$ cat src/sv/enbm_pkg.sv
// shared widths and codes for the edge-normalised 3x3 box mean
`default_nettype none

package enbm_pkg;

  // pixel and sum widths
  localparam int PIX_W     = 8;
  localparam int SUM_W     = PIX_W + 4;
  localparam int DIVR_W    = 4;
  // reciprocals are scaled by 2**RCP_SHIFT
  localparam int RCP_SHIFT = 16;

  // configuration port
  localparam int CFG_IDX_W = 1;
  localparam int CFG_DAT_W = 13;
  localparam int FW_W      = 11;
  localparam int ROW_W     = 13;
  localparam int HEIGHT_LIMIT = 4096;
  localparam int HEIGHT_RESET = 1024;
  localparam int WIDTH_RESET  = 1024;
  localparam int MAX_WIDTH_DEFAULT = 1024;

  localparam logic [CFG_IDX_W-1:0] REG_FRAME_WIDTH  = 1'b0;
  localparam logic [CFG_IDX_W-1:0] REG_FRAME_HEIGHT = 1'b1;

  // item kinds on the input tuser
  localparam logic OP_PIXEL = 1'b0;
  localparam logic OP_DRAIN = 1'b1;

endpackage

`default_nettype wire

$ cat src/sv/enbm_div.sv
// mean of the window sum by reciprocal multiplication, two register stages
`default_nettype none

module enbm_div
  import enbm_pkg::*;
(
  input  wire logic              clk,
  input  wire logic              rst_n,
  input  wire logic              start,
  input  wire logic [SUM_W-1:0]  dividend,
  input  wire logic [DIVR_W-1:0] divisor,
  output logic                   done,
  output logic      [PIX_W-1:0]  quotient
);

  localparam int RCP_W  = RCP_SHIFT + 1;
  localparam int PROD_W = SUM_W + RCP_W;

  logic [SUM_W-1:0]  dvd_r;
  logic [RCP_W-1:0]  rcp_r, rcp_nxt;
  logic              pend_r;
  logic              done_r;
  logic [PIX_W-1:0]  quo_r;
  logic [PROD_W-1:0] prod;

  // rounded-up reciprocal of the place count; exact for every window sum
  always_comb begin
    unique case (divisor)
      DIVR_W'(1): rcp_nxt = RCP_W'(65536);
      DIVR_W'(2): rcp_nxt = RCP_W'(32768);
      DIVR_W'(3): rcp_nxt = RCP_W'(21846);
      DIVR_W'(4): rcp_nxt = RCP_W'(16384);
      DIVR_W'(6): rcp_nxt = RCP_W'(10923);
      DIVR_W'(9): rcp_nxt = RCP_W'(7282);
      default:    rcp_nxt = '0;
    endcase
  end

  // stage one: hold the sum and the reciprocal
  always_ff @(posedge clk) begin
    if (start) begin
      dvd_r <= dividend;
      rcp_r <= rcp_nxt;
    end
  end

  assign prod = PROD_W'(dvd_r) * PROD_W'(rcp_r);

  // stage two: scale the product back to the quotient
  always_ff @(posedge clk) begin
    if (pend_r) begin
      quo_r <= prod[RCP_SHIFT +: PIX_W];
    end
  end

  // result flag, low from start until the quotient is ready
  always_ff @(posedge clk) begin
    if (!rst_n) begin
      pend_r <= 1'b0;
      done_r <= 1'b0;
    end else begin
      pend_r <= start;
      if (start) begin
        done_r <= 1'b0;
      end else if (pend_r) begin
        done_r <= 1'b1;
      end
    end
  end

  assign done     = done_r;
  assign quotient = quo_r;

endmodule

`default_nettype wire

$ cat config.mk
export PLATFORM = sky130hd
export DESIGN_NAME = enbm_div
export DESIGN_NICKNAME = d
export VERILOG_FILES = /design/src/sv/enbm_pkg.sv /design/src/sv/enbm_div.sv
export SDC_FILE = /design/constraint.sdc
export NUM_CORES = 1
export LEC_CHECK = 0
export ABC_AREA = 1
export BUFFER_PORTS_ARGS = -buffer_cell sky130_fd_sc_hd__buf_4
export CORE_MARGIN = 1.5
export CORE_UTILIZATION = 40
export DETAILED_ROUTE_END_ITERATION = 7
export PLACE_DENSITY = 0.66
export SKIP_LAST_GASP = 1
export SLEW_MARGIN = 5
export SYNTH_ARGS = -nofsm -noshare
export SYNTH_HDL_FRONTEND = slang
export SYNTH_SLANG_ARGS = --single-unit
$ cat constraint.sdc
create_clock -name clk -period 4.7 [get_ports clk]
set_input_delay 0.94 -clock clk [delete_from_list [all_inputs] [get_ports clk]]
set_output_delay 0.94 -clock clk [all_outputs]
set_load 0.005 [all_outputs]
* After elaboration in Yosys (flattened, before gate mapping)
Cells that the tools add are included.
** Storage, ports and cells
- Bits of input ports :: 19
- Register bits after elaboration :: 39
- Word-level logic and storage cells :: 15
- Output and inout port bits :: 9
** Cells by class
- Bitwise logic cells :: 1
- Reduce and logical (&&, ||, !) cells :: 1
- Equal/unequal tests :: 6
- $mul :: 1
- Mux-type cells :: 1
** Operator list (count)
- case mux 17 bit (6 select lines) :: 1
- multiplier 12 x 17 -> 24 bit :: 1
- == test 4 x 2 -> 1 bit, second input constant :: 2
- == test 4 x 3 -> 1 bit, second input constant :: 2
- == test 4 x 1 -> 1 bit, second input constant :: 1
- == test 4 bit, second input constant :: 1
- OR reduction 2 bit :: 1
- inverter 1 bit :: 1

* Depth between registers and ports, before layout
- Depth in word-level cells :: 2
- Depth in mapped cells :: 24
- Gate-level depth less buffers :: 22

* Least setup slack after synthesis
OpenSTA, ideal clock, no wires.
- Kind :: register to register
- Start :: register rcp_r[13]
- End :: register quo_r[3] (netlist: quotient[3]) (data pin)
- Period minus slack after synthesis :: 4805 ps
- Setup slack :: -105 ps
- Cell stages (with the launch flop) :: 24
- Setup time :: 252 ps
- Arrival :: 4552 ps
- Buffers on the path :: 1
- Data required time :: 4448 ps
- Cells stage by stage :: edfxtp_1 > clkbuf_1 > nand2_1 > fa_1 > inv_1 > fa_1 > inv_1 > fa_1 > inv_1 > fa_1 > inv_1 > fa_1 > inv_1 > ha_1 > a21oi_1 > nor2_1 > nor2_1 > nor2_1 > nor2_1 > nand2_2 > nand2_2 > nand2_1 > nand2_1 > nand2_1
** Between the ends
- Longest elaborated chain between the ends :: 1
** Ends and longest elaborated chain
- from (decl) :: RTL line enbm_div.sv:20 : logic [RCP_W-1:0] rcp_r, rcp_nxt;
- from (signal assigned) :: RTL line enbm_div.sv:43 : rcp_r <= rcp_nxt;
- multiplier 12 x 17 -> 24 bit :: RTL line enbm_div.sv:47 : assign prod = PROD_W'(dvd_r) * PROD_W'(rcp_r);
- via prod[19] :: RTL line enbm_div.sv:24 : logic [PROD_W-1:0] prod;
- to (signal assigned) :: RTL line enbm_div.sv:52 : quo_r <= prod[RCP_SHIFT +: PIX_W];
- to (decl) :: RTL line enbm_div.sv:23 : logic [PIX_W-1:0] quo_r;
The timed path passes the listed nets, and every way through them passes these cells.
A chain may end at the register's enable or synchronous reset.

* Worst setup path after layout
- Start :: register rcp_r[12]
- End :: register quo_r[3] (netlist: quotient[3]) (data pin)
Same word-level chain as after synthesis.

==> results.sh <==
export IMPL_clock_latency_ps=290
export IMPL_pre_cts_ws_ps=-253.0
export IMPL_cts_root_buffer="clkbuf_16"
export IMPL_final_setup_worst_slack_ps=-134.8
export IMPL_synth_top_area_share_pct=40.82
export IMPL_synth_common_cells="inv_1, nand2_1, fa_1"
export IMPL_relSlewSlack_pct=71.96
export IMPL_gr_usage_all_layers_pct=19.80
export IMPL_synth_edf_count=28
export IMPL_finalSetupViolCount=8
export IMPL_hold_viol_final=0
export IMPL_clock_sinks=30
export IMPL_violations="negative setup slack"
export IMPL_die_width_um=126.8
export IMPL_drtPass1Iterations=5
export IMPL_synth_yosys_warnings=0
export IMPL_port_buffers=27
export IMPL_antenna_found_initial=0
export IMPL_critPathMaxStageDelay_ps=530
export IMPL_hold_path_class="flip-flop to flip-flop"
export IMPL_reg2reg_from="rcp_r[12]"
export IMPL_antenna_cells=0
export IMPL_synth_nets=924
export IMPL_grt_pass1_wl_mm=24.52
export IMPL_clk_pin_slew_ps=60
export IMPL_finalCriticalPeriod_ps=4835
export IMPL_core_um2=15090
export IMPL_required_ps=4740
export IMPL_cap_viol_max_count=0
export IMPL_syn_to_final_growth_pct=28.19
export IMPL_drc=0
export IMPL_vias=4931
export IMPL_drive_gt1_share_pct=27.01
export IMPL_htree_levels=2
export IMPL_fin_skew_ps=3.733
export IMPL_status="complete, but fails checks"
export IMPL_drt_wl_total_mm=15.19
export IMPL_critPathArrivalTime_ps=4880
export IMPL_antenna_left=0
export IMPL_die_h_um=126.8
export IMPL_pin_count=28
export IMPL_synth_area_top_cells="fa_1, inv_1, edfxtp_1"
export IMPL_rsz0062_at_grt="true"
export IMPL_globalRouteOverflowTotal=0
export IMPL_placementRows=45
export IMPL_grt_max_degree=23
export IMPL_fmax_mhz=206.8
export IMPL_async_flop_share_pct=0
export IMPL_syn_avg_cell_area_um2=8.317
export IMPL_cp_startpoint="rcp_r[12]"
export IMPL_start_kind="flip-flop"
export IMPL_ys_types=26
export IMPL_num_fill_cells=1345
export IMPL_yosys_most_used_dff="edfxtp_1"
export IMPL_worst_pin_slew_ps=420.0
export IMPL_synth_area_um2=6130
export IMPL_cts_tree="done"
export IMPL_slew_viol_final=0
export IMPL_yosysTopAreaCell="fa_1"
export IMPL_crit_type="flip-flop to flip-flop"
export IMPL_ys_seq_area_share_pct=14.37
export IMPL_synth_most_common_cell="inv_1"
export IMPL_slowest_stage="fa_1"
export IMPL_nets=1045
export IMPL_ctsHoldBuffers=0
export IMPL_synth_seq_cells=30
export IMPL_crit_chain="buf_4 > nand2_2 > inv_2 > fa_1 > inv_1 > fa_1 > inv_1 > fa_1 > fa_1 > inv_1 > fa_1 > inv_1 > ha_4 > nand2_1 > nor2_1 > nor2_2 > nor2_2 > nor2_1 > nand2_2 > nand2_2 > nand3_1 > nand2_1"
export IMPL_cts_made_buffers=5
export IMPL_vias_per_cell=4.710
export IMPL_gp_congestion=0.9097
export IMPL_drtIter0Drc=321
export IMPL_clk_path_buf_depth=2
export IMPL_min_from="done"
export IMPL_syn_inst=737
export IMPL_die_area_um2=16080
export IMPL_grt_pass1_vias=5156
export IMPL_start_util_pct=40.62
export IMPL_hpwl_mm=12.40
export IMPL_crit_top_cell="fa_1"
export IMPL_min_period_over_period_pct=102.9
export IMPL_path_max_fanout=6
export IMPL_cp_end_kind="flip-flop"
export IMPL_routedWlPerCell_um=14.51
[timing repair]
item,in CTS,in global routing
pin swaps,38,23
endpoints found under the setup margin,8,8
buffers inserted,22,5
endpoints found under the hold margin,0,0
gates resized for setup,79,35
[cell families after synthesis]
| logic type | count (synthesis) | share of synthesized area (%) |
|---|---|---|
| buffers and inverters | 271 | 16.72 |
| AND/OR/NAND/NOR | 222 | 14.62 |
| adder cells (fa/ha/maj) | 168 | 49.60 |
| AO/OA/AOI/OAI | 36 | 3.266 |
| flip-flops | 30 | 14.37 |
| XOR/XNOR | 10 | 1.429 |
[area by class of cell]
| type | count | area, um^2 | share of cell area, % |
|---|---|---|---|
| well taps | 188 | 235.2 | 2.994 |
| flip-flops and latches | 30 | 880.8 | 11.21 |
| clock inverters | 3 | 21.27 | 0.2707 |
| clock buffers | 5 | 125.1 | 1.592 |
| multi-input cells | 436 | 4622 | 58.82 |
| repair buffers | 130 | 1013 | 12.90 |
| inverters | 255 | 959.7 | 12.21 |
[sequential cells by signal (all words and copies together), names as in the netlist]
| name | cells |
|---|---|
| quotient | 8 |
| done | 1 |
| dvd_r | 12 |
| rcp_r | 8 |
| pend_r | 1 |
[per-stage QoR]
step / utilization (%) / setup TNS, ps / hold slack, ps / cell area (um^2) / std cells
finish: 52.07 / -652.1 / 530.3 / 7858 / 1047
global route: 52.07 / -1679 / 590.6 / 7858 / 1047
CTS: 51.14 / -120.8 / 534.8 / 7716 / 1042
detailed placement: 46.91 / -1688 / 515.8 / 7078 / 1013
global placement: 46.91 / -1914 / 501.1 / 7078 / 1013
floorplan: - / 0 / 501.9 / 6132 / 737
[per-layer routing]
layer  share of wire (%)  track usage [%]  wire length, um  up-vias
met5                   0                0                0        -
met3                 6.3            3.543              958       20
li1                    -                -                -     2334
met1                  42            26.70             6358     2410
met2                  49            32.50             7450      167
met4                 2.8            6.551              421        0
[worst paths after layout]
kind	to	slack, ps	cells past startpoint
min reg2reg	done	530	2
max	quotient[3]	-130	22
max reg2reg	quotient[3]	-130	22
min	done	530	2
[cells in the final DEF, fill, tap and decap left out, drive strengths merged]
master	count
inv	255
nand2	165
buf	130
fa	125
ha	43
nor2	32
edfxtp	28
a21oi	19
nand3	16
o21ai	9
xor2	7
nand4	6
clkbuf	5
a21o	3
xnor2	3
o21bai	2
dfxtp	2
clkinv	2
nor4	1
a21boi	1
nor3	1
nand3b	1
o21a	1
o31ai	1
clkinvlp	1
[critical path: cells and delay by family (launching register included)]
kind | cells | cell delay, ps
fa+ha+maj | 6 | 2770
buf+inv | 6 | 470
simple gates | 10 | 850
flops | 1 | 500
Power is left out: the tool's default activity adds up to more than one toggle a clock period on the data nets, which glitch-free logic cannot reach.
